File: config.mk
export PLATFORM = sky130hd
export DESIGN_NAME = ordered_list_table
export DESIGN_NICKNAME = d
export VERILOG_FILES = /design/src/rtl/olt_pkg.sv /design/src/rtl/olt_store.sv /design/src/rtl/ordered_list_table.sv
export SDC_FILE = /design/constraint.sdc
export NUM_CORES = 2
export LEC_CHECK = 0
export BUFFER_PORTS_ARGS = -buffer_cell sky130_fd_sc_hd__buf_2
export CORE_MARGIN = 5
export CORE_UTILIZATION = 60
export DETAILED_ROUTE_END_ITERATION = 8
export PLACE_DENSITY = 0.79
export SYNTH_ARGS = -nofsm -noshare
export SYNTH_HDL_FRONTEND = slang
export SYNTH_SLANG_ARGS = --single-unit
File: constraint.sdc
create_clock -name clk -period 17 [get_ports clk]
set_clock_uncertainty 0.15 [all_clocks]
set_input_delay 0.85 -clock clk [delete_from_list [all_inputs] [get_ports clk]]
set_output_delay 0.85 -clock clk [all_outputs]
set_load 0.05 [all_outputs]
File: src/rtl/olt_pkg.sv
package olt_pkg;

	// fixed field widths of one request and one result
	localparam int REQ_W  = 3;
	localparam int POS_W  = 5;
	localparam int KEY_W  = 32;
	localparam int VAL_W  = 32;
	localparam int STAT_W = 2;

	// stream widths; the tdata widths are padded to whole bytes
	localparam int S_TDATA_W = 72;
	localparam int S_TUSER_W = REQ_W;
	localparam int M_TDATA_W = 80;
	localparam int M_TUSER_W = STAT_W;

	// request codes
	localparam logic [REQ_W-1:0] REQ_APPEND = 3'd0;
	localparam logic [REQ_W-1:0] REQ_INSERT = 3'd1;
	localparam logic [REQ_W-1:0] REQ_DELETE = 3'd2;
	localparam logic [REQ_W-1:0] REQ_READ   = 3'd3;
	localparam logic [REQ_W-1:0] REQ_FIND   = 3'd4;

	// status codes
	localparam logic [STAT_W-1:0] STAT_OK       = 2'd0;
	localparam logic [STAT_W-1:0] STAT_FULL     = 2'd1;
	localparam logic [STAT_W-1:0] STAT_BADPOS   = 2'd2;
	localparam logic [STAT_W-1:0] STAT_NOTFOUND = 2'd3;

	// one stored list entry
	typedef struct packed {
		logic [KEY_W-1:0] key;
		logic [VAL_W-1:0] value;
	} entry_t;

endpackage

File: src/rtl/olt_store.sv
module olt_store
	import olt_pkg::*;
#(
	parameter int DEPTH = 16,
	localparam int IDX_W = $clog2(DEPTH)
) (
	input  logic             clk,
	input  logic             wr_en,
	input  logic [IDX_W-1:0] wr_addr,
	input  entry_t           wr_data,
	input  logic             rd_en,
	input  logic [IDX_W-1:0] rd_addr,
	output entry_t           rd_data
);

	entry_t mem_q [DEPTH];
	entry_t rd_data_q;

	// single write port
	always_ff @(posedge clk) begin
		if (wr_en) begin
			mem_q[wr_addr] <= wr_data;
		end
	end

	// single registered read port
	always_ff @(posedge clk) begin
		if (rd_en) begin
			rd_data_q <= mem_q[rd_addr];
		end
	end

	assign rd_data = rd_data_q;

endmodule

File: src/rtl/ordered_list_table.sv
// ordered list of up to DEPTH key/value entries at 1-based positions
//
// requests arrive on the s_ stream: s_tuser carries the request kind
// (append, insert, delete, read, find), s_tdata the position, key and value.
// each request gives exactly one result beat on the m_ stream: m_tuser holds
// the status, m_tdata the found position, entry and list length.
//
// all entries live in one memory with one write and one registered read
// port, so shifting and searching move one entry per cycle: insert at position p
// moves the entries from p to the end up by one and then writes the new entry,
// delete at position p moves the entries behind p down by one, and find reads
// from position 1 on until it hits the key or has read the last entry; append,
// read, failed checks and unused codes need no walk.
// s_tready is high only while no request is in flight.
//
// reset empties the list at once; no clearing pass is needed, as an entry is
// read only after it was written. while the receiver stalls the result beat
// is held in the output register; the next request may be taken meanwhile and
// its result waits until the output register is free.
module ordered_list_table
	import olt_pkg::*;
#(
	parameter int DEPTH = 16
) (
	input  logic                 clk,
	input  logic                 arst_n,
	input  logic                 s_tvalid,
	output logic                 s_tready,
	input  logic [S_TDATA_W-1:0] s_tdata,  // position[4:0], entry_key, entry_value
	input  logic [S_TUSER_W-1:0] s_tuser,  // req_type
	output logic                 m_tvalid,
	input  logic                 m_tready,
	output logic [M_TDATA_W-1:0] m_tdata,  // found_position, out_key, out_value, list_count
	output logic [M_TUSER_W-1:0] m_tuser   // status
);

	localparam int IDX_W   = $clog2(DEPTH);
	localparam int CNT_W   = $clog2(DEPTH + 1);
	localparam int CMP_W   = ((CNT_W > POS_W) ? CNT_W : POS_W) + 1;
	localparam int M_PAD_W = M_TDATA_W - (POS_W + KEY_W + VAL_W + POS_W);

	typedef enum logic [6:0] {
		S_IDLE   = 7'b0000001,
		S_SHUP   = 7'b0000010,
		S_PUT    = 7'b0000100,
		S_SHDN   = 7'b0001000,
		S_RDWAIT = 7'b0010000,
		S_FIND   = 7'b0100000,
		S_OUT    = 7'b1000000
	} state_t;

	state_t               state_q;
	logic [CNT_W-1:0]     len_q;
	logic [IDX_W-1:0]     idx_q;
	logic [IDX_W-1:0]     tgt_q;
	entry_t               ent_q;
	logic [STAT_W-1:0]    res_status_q;
	logic [POS_W-1:0]     res_fpos_q;
	entry_t               res_ent_q;
	logic                 m_tvalid_q;
	logic [M_TDATA_W-1:0] m_tdata_q;
	logic [M_TUSER_W-1:0] m_tuser_q;

	logic [REQ_W-1:0]     in_req;
	logic [POS_W-1:0]     in_pos;
	entry_t               in_ent;
	logic [CMP_W-1:0]     pos_c;
	logic [CMP_W-1:0]     len_c;
	logic                 acc;
	logic                 full;
	logic                 ins_bad;
	logic                 pos_bad;
	logic                 out_free;
	logic                 match;

	logic                 mem_we;
	logic [IDX_W-1:0]     mem_waddr;
	entry_t               mem_wdata;
	logic                 mem_re;
	logic [IDX_W-1:0]     mem_raddr;
	entry_t               mem_rdata;

	// request fields
	assign in_req       = s_tuser;
	assign in_pos       = s_tdata[4:0];
	assign in_ent.key   = s_tdata[36:5];
	assign in_ent.value = s_tdata[68:37];

	// position checks against the current length
	assign pos_c    = CMP_W'(in_pos);
	assign len_c    = CMP_W'(len_q);
	assign acc      = s_tvalid && s_tready;
	assign full     = (len_q == CNT_W'(DEPTH));
	assign ins_bad  = (pos_c == '0) || (pos_c > len_c + CMP_W'(1));
	assign pos_bad  = (pos_c == '0) || (pos_c > len_c);
	assign out_free = !m_tvalid_q || m_tready;
	assign match    = (mem_rdata.key == ent_q.key);

	assign s_tready = (state_q == S_IDLE);
	assign m_tvalid = m_tvalid_q;
	assign m_tdata  = m_tdata_q;
	assign m_tuser  = m_tuser_q;

	olt_store #(
		.DEPTH(DEPTH)
	) u_store (
		.clk    (clk),
		.wr_en  (mem_we),
		.wr_addr(mem_waddr),
		.wr_data(mem_wdata),
		.rd_en  (mem_re),
		.rd_addr(mem_raddr),
		.rd_data(mem_rdata)
	);

	// memory port control: one read and one write per cycle
	always_comb begin
		mem_we    = 1'b0;
		mem_waddr = '0;
		mem_wdata = ent_q;
		mem_re    = 1'b0;
		mem_raddr = '0;
		unique case (state_q)
			S_IDLE: begin
				if (acc) begin
					priority if (in_req == REQ_APPEND) begin
						if (!full) begin
							mem_we    = 1'b1;
							mem_waddr = len_q[IDX_W-1:0];
							mem_wdata = in_ent;
						end
					end else if (in_req == REQ_INSERT) begin
						if (!full && !ins_bad) begin
							if (pos_c == len_c + CMP_W'(1)) begin
								mem_we    = 1'b1;
								mem_waddr = len_q[IDX_W-1:0];
								mem_wdata = in_ent;
							end else begin
								mem_re    = 1'b1;
								mem_raddr = IDX_W'(len_q - CNT_W'(1));
							end
						end
					end else if (in_req == REQ_DELETE) begin
						if (!pos_bad && pos_c != len_c) begin
							mem_re    = 1'b1;
							mem_raddr = IDX_W'(in_pos);
						end
					end else if (in_req == REQ_READ) begin
						if (!pos_bad) begin
							mem_re    = 1'b1;
							mem_raddr = IDX_W'(in_pos - POS_W'(1));
						end
					end else if (in_req == REQ_FIND) begin
						if (len_q != '0) begin
							mem_re    = 1'b1;
							mem_raddr = '0;
						end
					end else begin
						mem_re = 1'b0;
					end
				end
			end
			S_SHUP: begin
				mem_we    = 1'b1;
				mem_waddr = idx_q + IDX_W'(1);
				mem_wdata = mem_rdata;
				if (idx_q != tgt_q) begin
					mem_re    = 1'b1;
					mem_raddr = idx_q - IDX_W'(1);
				end
			end
			S_PUT: begin
				mem_we    = 1'b1;
				mem_waddr = tgt_q;
				mem_wdata = ent_q;
			end
			S_SHDN: begin
				mem_we    = 1'b1;
				mem_waddr = idx_q - IDX_W'(1);
				mem_wdata = mem_rdata;
				if (idx_q != tgt_q) begin
					mem_re    = 1'b1;
					mem_raddr = idx_q + IDX_W'(1);
				end
			end
			S_FIND: begin
				if (!match && idx_q != tgt_q) begin
					mem_re    = 1'b1;
					mem_raddr = idx_q + IDX_W'(1);
				end
			end
			default: begin
				mem_re = 1'b0;
			end
		endcase
	end

	// sequencer, list length and output valid
	always_ff @(posedge clk or negedge arst_n) begin
		if (!arst_n) begin
			state_q    <= S_IDLE;
			len_q      <= '0;
			m_tvalid_q <= 1'b0;
		end else begin
			if (m_tvalid_q && m_tready && state_q != S_OUT) begin
				m_tvalid_q <= 1'b0;
			end
			unique case (state_q)
				S_IDLE: begin
					if (acc) begin
						priority if (in_req == REQ_APPEND) begin
							if (!full) begin
								len_q <= len_q + CNT_W'(1);
							end
							state_q <= S_OUT;
						end else if (in_req == REQ_INSERT) begin
							if (!full && !ins_bad && pos_c != len_c + CMP_W'(1)) begin
								state_q <= S_SHUP;
							end else begin
								if (!full && !ins_bad) begin
									len_q <= len_q + CNT_W'(1);
								end
								state_q <= S_OUT;
							end
						end else if (in_req == REQ_DELETE) begin
							if (!pos_bad && pos_c != len_c) begin
								state_q <= S_SHDN;
							end else begin
								if (!pos_bad) begin
									len_q <= len_q - CNT_W'(1);
								end
								state_q <= S_OUT;
							end
						end else if (in_req == REQ_READ) begin
							state_q <= pos_bad ? S_OUT : S_RDWAIT;
						end else if (in_req == REQ_FIND) begin
							state_q <= (len_q != '0) ? S_FIND : S_OUT;
						end else begin
							state_q <= S_OUT;
						end
					end
				end
				S_SHUP: begin
					if (idx_q == tgt_q) begin
						state_q <= S_PUT;
					end
				end
				S_PUT: begin
					len_q   <= len_q + CNT_W'(1);
					state_q <= S_OUT;
				end
				S_SHDN: begin
					if (idx_q == tgt_q) begin
						len_q   <= len_q - CNT_W'(1);
						state_q <= S_OUT;
					end
				end
				S_RDWAIT: begin
					state_q <= S_OUT;
				end
				S_FIND: begin
					if (match || idx_q == tgt_q) begin
						state_q <= S_OUT;
					end
				end
				S_OUT: begin
					if (out_free) begin
						m_tvalid_q <= 1'b1;
						state_q    <= S_IDLE;
					end
				end
				default: begin
					state_q <= S_IDLE;
				end
			endcase
		end
	end

	// request capture, walk index, result fields and output beat
	always_ff @(posedge clk) begin
		if (mem_re) begin
			idx_q <= mem_raddr;
		end
		unique case (state_q)
			S_IDLE: begin
				if (acc) begin
					ent_q      <= in_ent;
					res_fpos_q <= '0;
					res_ent_q  <= '0;
					tgt_q      <= (in_req == REQ_INSERT) ? IDX_W'(in_pos - POS_W'(1)) :
						IDX_W'(len_q - CNT_W'(1));
					priority if (in_req == REQ_APPEND) begin
						res_status_q <= full ? STAT_FULL : STAT_OK;
					end else if (in_req == REQ_INSERT) begin
						if (full) begin
							res_status_q <= STAT_FULL;
						end else if (ins_bad) begin
							res_status_q <= STAT_BADPOS;
						end else begin
							res_status_q <= STAT_OK;
						end
					end else if (in_req == REQ_DELETE || in_req == REQ_READ) begin
						res_status_q <= pos_bad ? STAT_BADPOS : STAT_OK;
					end else if (in_req == REQ_FIND) begin
						res_status_q <= (len_q == '0) ? STAT_NOTFOUND : STAT_OK;
					end else begin
						res_status_q <= STAT_OK;
					end
				end
			end
			S_RDWAIT: begin
				res_ent_q <= mem_rdata;
			end
			S_FIND: begin
				if (match) begin
					res_fpos_q <= POS_W'(CNT_W'(idx_q) + CNT_W'(1));
					res_ent_q  <= mem_rdata;
				end else if (idx_q == tgt_q) begin
					res_status_q <= STAT_NOTFOUND;
				end
			end
			S_OUT: begin
				if (out_free) begin
					m_tdata_q <= {{M_PAD_W{1'b0}}, POS_W'(len_q), res_ent_q.value,
						res_ent_q.key, res_fpos_q};
					m_tuser_q <= res_status_q;
				end
			end
			default: begin
				res_status_q <= res_status_q;
			end
		endcase
	end

endmodule

Word-level counts from Yosys, hierarchy flattened
Memory sizes are Yosys's and may differ from the RTL's. A register that Yosys moved wholly into a read port is not among the register bits.
Cells that the tools add are included.
{ "op_classes": {"n_addsub": 7, "magnitude_cmp": 2, "eq_ne": 33, "n_mux": 99, "n_reduce_logical": 34} }
{ "op_table": {"columns": ["cell", "n"], "rows": [
  ["64-bit 2-to-1 mux", 8],
  ["64-bit one-hot mux with 3 select lines", 1],
  ["64-bit one-hot mux with 2 select lines", 1],
  ["7-bit 2-to-1 mux", 14],
  ["4-bit 2-to-1 mux", 19],
  ["5-bit 2-to-1 mux", 12],
  ["7-bit one-hot mux with 6 select lines", 1],
  ["32-bit equality test", 1],
  ["4-bit one-hot mux with 4 select lines", 2],
  ["1-bit 2-to-1 mux", 25],
  ["2-bit 2-to-1 mux", 11],
  ["5-bit one-hot mux with 3 select lines", 1],
  ["2-bit inequality test, second input constant", 7],
  ["5-bit one-hot mux with 2 select lines", 1],
  ["9-bit AND reduction", 1],
  ["4-bit inequality test, second input constant", 2],
  ["4-bit by 1-bit subtractor with 4-bit output, second input constant", 2],
  ["7-bit by 1-bit equality test with 1-bit output, second input constant", 1],
  ["7-bit by 2-bit equality test with 1-bit output, second input constant", 1],
  ["7-bit by 3-bit equality test with 1-bit output, second input constant", 1],
  ["7-bit by 4-bit equality test with 1-bit output, second input constant", 1],
  ["7-bit by 5-bit equality test with 1-bit output, second input constant", 1],
  ["7-bit by 6-bit equality test with 1-bit output, second input constant", 1],
  ["7-bit equality test, second input constant", 1],
  ["40 further kinds", 59]
]} }
{ "totals": {"register_bits": 232, "ram_bits": 1024, "inputBits": 79, "output_inout_bits": 84, "elab_cells": 189, "mem_count": 1} }
{ "mem_list": {"columns": ["name", "words", "width", "rd", "rd_ports_with_merged_regs", "wr", "line_no", "text"], "rows": [
  ["u_store.mem_q", 16, 64, 1, 1, 1, "olt_store.sv:16", "entry_t mem_q [DEPTH];"]
]} }

Depth between registers and ports, before layout
{ "logic_depth": {"depth_word": 12, "mapped_depth": 17, "depth_no_buf": 13} }

By module
From an unflattened synthesis, not the netlist that was laid out.
{ "unflattened": {"hier_cells": 2466, "hier_area_um2": 50827.5} }
{ "by_module_without_submodules": {"columns": ["module", "instances", "cells_each", "area_each_um2", "seq_area_each_um2"], "rows": [
  ["olt_store", 1, 1647, 40223.6, 32671.3],
  ["ordered_list_table", 1, 819, 10603.9, 6902.9]
]} }

Worst setup path before layout
Ideal clock, no wire load.
{ "synth_path": {"kind": "reg-to-reg", "startpoint": "reg len_q[0]", "endpoint": "reg idx_q[0], enable pin", "setup_time_ns": 0.588, "arrival_ns": 6.914, "required_time_ns": 16.262, "slack_ns": 9.348, "path_stages_with_launch": 11, "n_path_buf": 1, "period_less_slack_ns": 7.652, "cell_sequence": "dfrtp_1 -> buf_2 -> and3_1 -> xnor2_1 -> ha_1 -> a21o_1 -> a21oi_1 -> o21ai_0 -> a211oi_1 -> nor4_1 -> o21ai_0"} }
{ "synth_via": {"elab_chain_len": 10, "elab_cells_between_ends": 26, "classes_between": "add/sub (1); order compare (2); eq/ne (3); mux (12); reduce/logical (8)"} }
{ "synth_rtl": {"columns": ["element", "line_no", "text"], "rows": [
  ["from (decl)", "ordered_list_table.sv:53", "logic [CNT_W-1:0] len_q;"],
  ["from (signal assigned)", "ordered_list_table.sv:213", "len_q <= len_q + CNT_W'(1);"],
  ["from (signal assigned)", "ordered_list_table.sv:221", "len_q <= len_q + CNT_W'(1);"],
  ["from (signal assigned)", "ordered_list_table.sv:230", "len_q <= len_q - CNT_W'(1);"],
  ["5-bit by 1-bit adder with 6-bit output or 5-bit > comparator (tied branches)", "ordered_list_table.sv:94, ordered_list_table.sv:134, ordered_list_table.sv:95", null],
  ["5-bit by 6-bit > comparator with 1-bit output or 1-bit logical OR (tied branches)", "ordered_list_table.sv:94, ordered_list_table.sv:95", null],
  ["1-bit logical OR or 1-bit logical NOT (tied branches)", null, null],
  ["1-bit logical NOT or 1-bit logical AND (tied branches)", "ordered_list_table.sv:133, ordered_list_table.sv:144", null],
  ["1-bit logical AND or 1-bit 2-to-1 mux (tied branches)", "ordered_list_table.sv:133, ordered_list_table.sv:144", null],
  ["1-bit 2-to-1 mux (on tied branches)", "ordered_list_table.sv:133, ordered_list_table.sv:143", null],
  ["1-bit 2-to-1 mux *", "ordered_list_table.sv:132", "end else if (in_req == REQ_INSERT) begin"],
  ["1-bit 2-to-1 mux *", "ordered_list_table.sv:126", "priority if (in_req == REQ_APPEND) begin"],
  ["1-bit 2-to-1 mux *", "ordered_list_table.sv:125", "if (acc) begin"],
  ["1-bit one-hot mux with 3 select lines *", "ordered_list_table.sv:123", "unique case (state_q)"],
  ["via mem_re", "ordered_list_table.sv:79", "logic mem_re;"],
  ["to (signal assigned)", "ordered_list_table.sv:282", "idx_q <= mem_raddr;"],
  ["to (decl)", "ordered_list_table.sv:54", "logic [IDX_W-1:0] idx_q;"]
]} }
The timed path passes the listed nets; every way through them passes the cells marked *.
A chain may end at the register's enable or synchronous reset.

Worst setup path in the final report
{ "layout_path": {"startpoint": "reg u_store.rd_data[55] (netlist name)", "endpoint": "reg u_store.rd_data[16] (netlist name)"} }
{ "layout_via": {"elab_chain_len": 5, "elab_cells_between_ends": 7, "classes_between": "eq/ne (1); mux (4); reduce/logical (2)"} }
{ "layout_rtl": {"columns": ["element", "line_no", "text"], "rows": [
  ["32-bit equality test *", "ordered_list_table.sv:97", "assign match = (mem_rdata.key == ent_q.key);"],
  ["1-bit logical NOT *", "ordered_list_table.sv:187", "if (!match && idx_q != tgt_q) begin"],
  ["1-bit logical AND *", "ordered_list_table.sv:187", null],
  ["4-bit 2-to-1 mux or 1-bit 2-to-1 mux (tied branches)", "ordered_list_table.sv:187", null],
  ["4-bit one-hot mux with 4 select lines or 1-bit one-hot mux with 3 select lines (tied branches)", "ordered_list_table.sv:123", null]
]} }
Mark *: on every way between the ends. The rest lies on a longest branch, timed or not.

==> out/qor.yml <==
outcome:
  status: "finished clean"
sta:
  finalHoldWorstSlack_ns: 0.1687
  tns_ns: 0
  grt_setup_unrepaired: "no"
  worstMarginPinSlew_ns: 1.421
  slew_headroom: 0.04252
  max_freq_mhz: 122.3
  drv_slew: 0
  hold_violations: 0
  finalCritPeriodShare: 0.4811
  setup_viol: 0
  finalCriticalPeriod_ns: 8.179
  setup_slack_ns: 8.821
setup_path:
  arrival_ns: 8.46
  worstPathRequired_ns: 17.28
  path_class: "register to register"
  cp-end-kind: "register"
  reg2reg_to: "u_store.rd_data[16]"
  critPathLaunch: "u_store.rd_data[55]"
  max_stage_delay_ns: 1.07
  crit_slowest_cell: "nor4_1"
  cp_max_fo: 150
  ff2ff_path_depth: 12
  path_common_cell: "buf_12"
  timing.rr.start: "u_store.rd_data[55]"
  rrSetupSlack_ns: 8.82
  cp_cell_sequence: "xnor2_1 -> nand4_1 -> nor4_1 -> a21oi_2 -> o211ai_1 -> and2_4 -> buf_4 -> buf_12 -> buf_12 -> mux2i_1 -> a221oi_1 -> or4_1"
  crit_path_start_kind: "register"
clock_network:
  post_cts_buffers: 0
  cts_tree: "built"
  clock-sinks: 1320
  hold_buffers: 1
  worstSkewPairLatency_ns: 0.73
  path_clk_slew_ns: 0.06
  cts_resized: 0
  cts_buffers: 120
  htreeDepth: 3
  cts.path.max_buffers: 3
  root_buffer: "clkbuf_16"
layout:
  regArea_um2: 39570
  multi_input_area_um2: 11630
  final_layout_size_suffix_gt1_frac: 0.1297
  fin_util: 0.6708
  finalNetCount: 3484
  areaGrowthSynthToFinish_pct: 11.50
  fillers: 5521
die:
  rows: 108
  die_area_um2: 92710
  die_h_um: 304.5
  initial_core_util: 0.6017
  core_region_area_um2: 86480
  die_x_um: 304.5
  ios: 163
min_path:
  min_from: "s_tdata[45]"
  whs_endpoint: "ent_q[8]"
  hp-class: "input pin to register"
  min_path_cells: 1
yosys:
  ys_seq_area_frac: 0.7606
  synthFlopType: "edfxtp_1"
  ys_ff_latch: 1320
  syn_area_um2: 52030
  ys_warn_count: 0
  avgSynthCellArea_um2: 16.06
  netlist_instances: 3239
  async_reset_ff_frac: 0.009848
  synth_edf_count: 1307
  synth_cell_types: 69
routing:
  antenna_left: 0
  via_per_inst: 6.714
  postRouteWirelength_um: 131100
  routedWlPerCell_um: 28.18
  detail_route.drc_violations: 0
  vias: 31240
  dr.first_iter.drc_count: 4502
  dr.pass1.iters: 9
placement:
  place.gp.congestion: 0.8681
  io_buffers: 153
  pre_cts_ws_ns: 9.197
  dp_hpwl_um: 66600
run:
  max_cap_violations: 0
grt:
  grt_pass1_wl_um: 190900
  grt-ovfl-total: 0
  grt.total_usage: 0.2737
  grt_max_degree: 227
  grt_pass1_vias: 30090
  antenna_found_initial: 9
power_and_ir_drop:
  p_per_area_nw_per_um2: 142.0
  p_total_mw: 8.239
  peakVddDrop_v: 0.0001188
  p_leak_nw: 20.32
where the power goes:
group / internal, mW / switching (mW)
Combinational: 0.367 / 1.05
Clock: 1.42 / 1.15
Sequential: 4.14 / 0.0978
Total: 5.93 / 2.31
worst max-delay path, delay by kind of cell (launching register included):
kind / cells / cell delay [ns]
AND/OR/NAND/NOR: 4 / 2.86
buffers and inverters: 3 / 2.08
AO/OA/AOI/OAI: 3 / 1.26
XOR/XNOR: 1 / 0.54
flip-flops: 1 / 0.42
multiplexers: 1 / 0.27
layout make-up:
| type | count | share of cell area |
|---|---|---|
| Antenna cell | 6 | 0.0002588 |
| Clock inverter | 60 | 0.009511 |
| Inverter | 22 | 0.001639 |
| Sequential cell | 1320 | 0.6821 |
| Tap cell | 1155 | 0.02491 |
| Timing Repair Buffer | 243 | 0.02553 |
| Multi-Input combinational cell | 1682 | 0.2005 |
| Clock buffer | 165 | 0.05556 |
per-stage QoR:
stage	cells	cell area (um^2)
global route	4647	58000
CTS	4647	58000
detailed placement	4421	54220
floorplan	3244	52050
finish	4653	58020
global placement	4421	54220
placed cells by master, fill, tap and decap left out, types with 26 or more instances in the layout:
cell	Yosys	layout
buf_4	22	86
nand2_1	337	333
and2_1	70	70
a21oi_1	273	273
mux2i_1	272	272
clkbuf_1	134	41
a221oi_1	261	261
edfxtp_1	1307	1307
xnor2_1	46	46
buf_2	44	153
nor2_1	46	26
clkbuf_16	0	121
o21ai_0	70	65
a22oi_1	83	83
or4_1	64	64
Yosys cell counts, types with 3 or more instances:
cell / number / area share
buf_4: 22 / 0.0032
mux2i_1: 272 / 0.052
o31ai_1: 4 / 0.00058
a21o_1: 4 / 0.00058
a311oi_1: 5 / 0.00084
a221o_1: 21 / 0.0040
a211oi_1: 8 / 0.0012
edfxtp_1: 1307 / 0.75
inv_1: 18 / 0.0013
clkbuf_1: 134 / 0.0097
nor4_1: 3 / 0.00036
a22oi_1: 83 / 0.012
a221oi_1: 261 / 0.044
or4_1: 64 / 0.0092
nand2b_1: 8 / 0.00096
inv_2: 3 / 0.00022
nand4b_1: 3 / 0.00051
dfrtp_1: 12 / 0.0058
buf_6: 4 / 0.00087
nand4_1: 12 / 0.0014
and3_1: 6 / 0.00072
o21ai_0: 70 / 0.0067
nor2_1: 46 / 0.0033
a21oi_1: 273 / 0.026
a211o_1: 3 / 0.00051
and2_1: 70 / 0.0084
buf_2: 44 / 0.0042
nand3_1: 8 / 0.00077
nor3_1: 10 / 0.00096
xnor2_1: 46 / 0.0077
xor2_1: 4 / 0.00067
nand2_1: 337 / 0.024
buf_1: 15 / 0.0011
ha_1: 16 / 0.0038
registers in the layout, summed over array words and instances (netlist names):
register and flops:
u_store.rd_data 64, res_status_q 2, m_tuser 2, idx_q 4, u_store.mem_q 1024, ent_q 64, m_tdata 74, tgt_q 4
len_q 5, m_tvalid 1, res_fpos_q 5, state_q 7, res_ent_q 64
worst max-delay path by stage:
stage / cells after the start / end
after detailed placement: 12 / u_store.rd_data[28]
after global placement: 12 / u_store.rd_data[12]
final: 12 / u_store.rd_data[16]
after global routing: 12 / u_store.rd_data[15]
after CTS: 12 / u_store.rd_data[20]
after floorplan: 10 / idx_q[0]
layer usage:
| metal | share of wire | up-vias | GRT usage |
|---|---|---|---|
| li1 | - | 13200 | - |
| met1 | 0.37 | 15550 | 0.3827 |
| met2 | 0.47 | 2158 | 0.4353 |
| met3 | 0.12 | 327 | 0.06111 |
| met4 | 0.034 | 8 | 0.09302 |
| met5 | 0.00047 | - | 0 |
kinds of logic after synthesis:
group / synth area share
DFF: 0.7606
other: 0.00007207
and+or+nand+nor: 0.05442
buffers and inverters: 0.02080
xor gates and xnor gates: 0.008416
adders and majority gates: 0.003847
AOI/OAI and AO/OA: 0.09914
muxes: 0.05276
No activity file was read; power rests on OpenSTA's default activity.
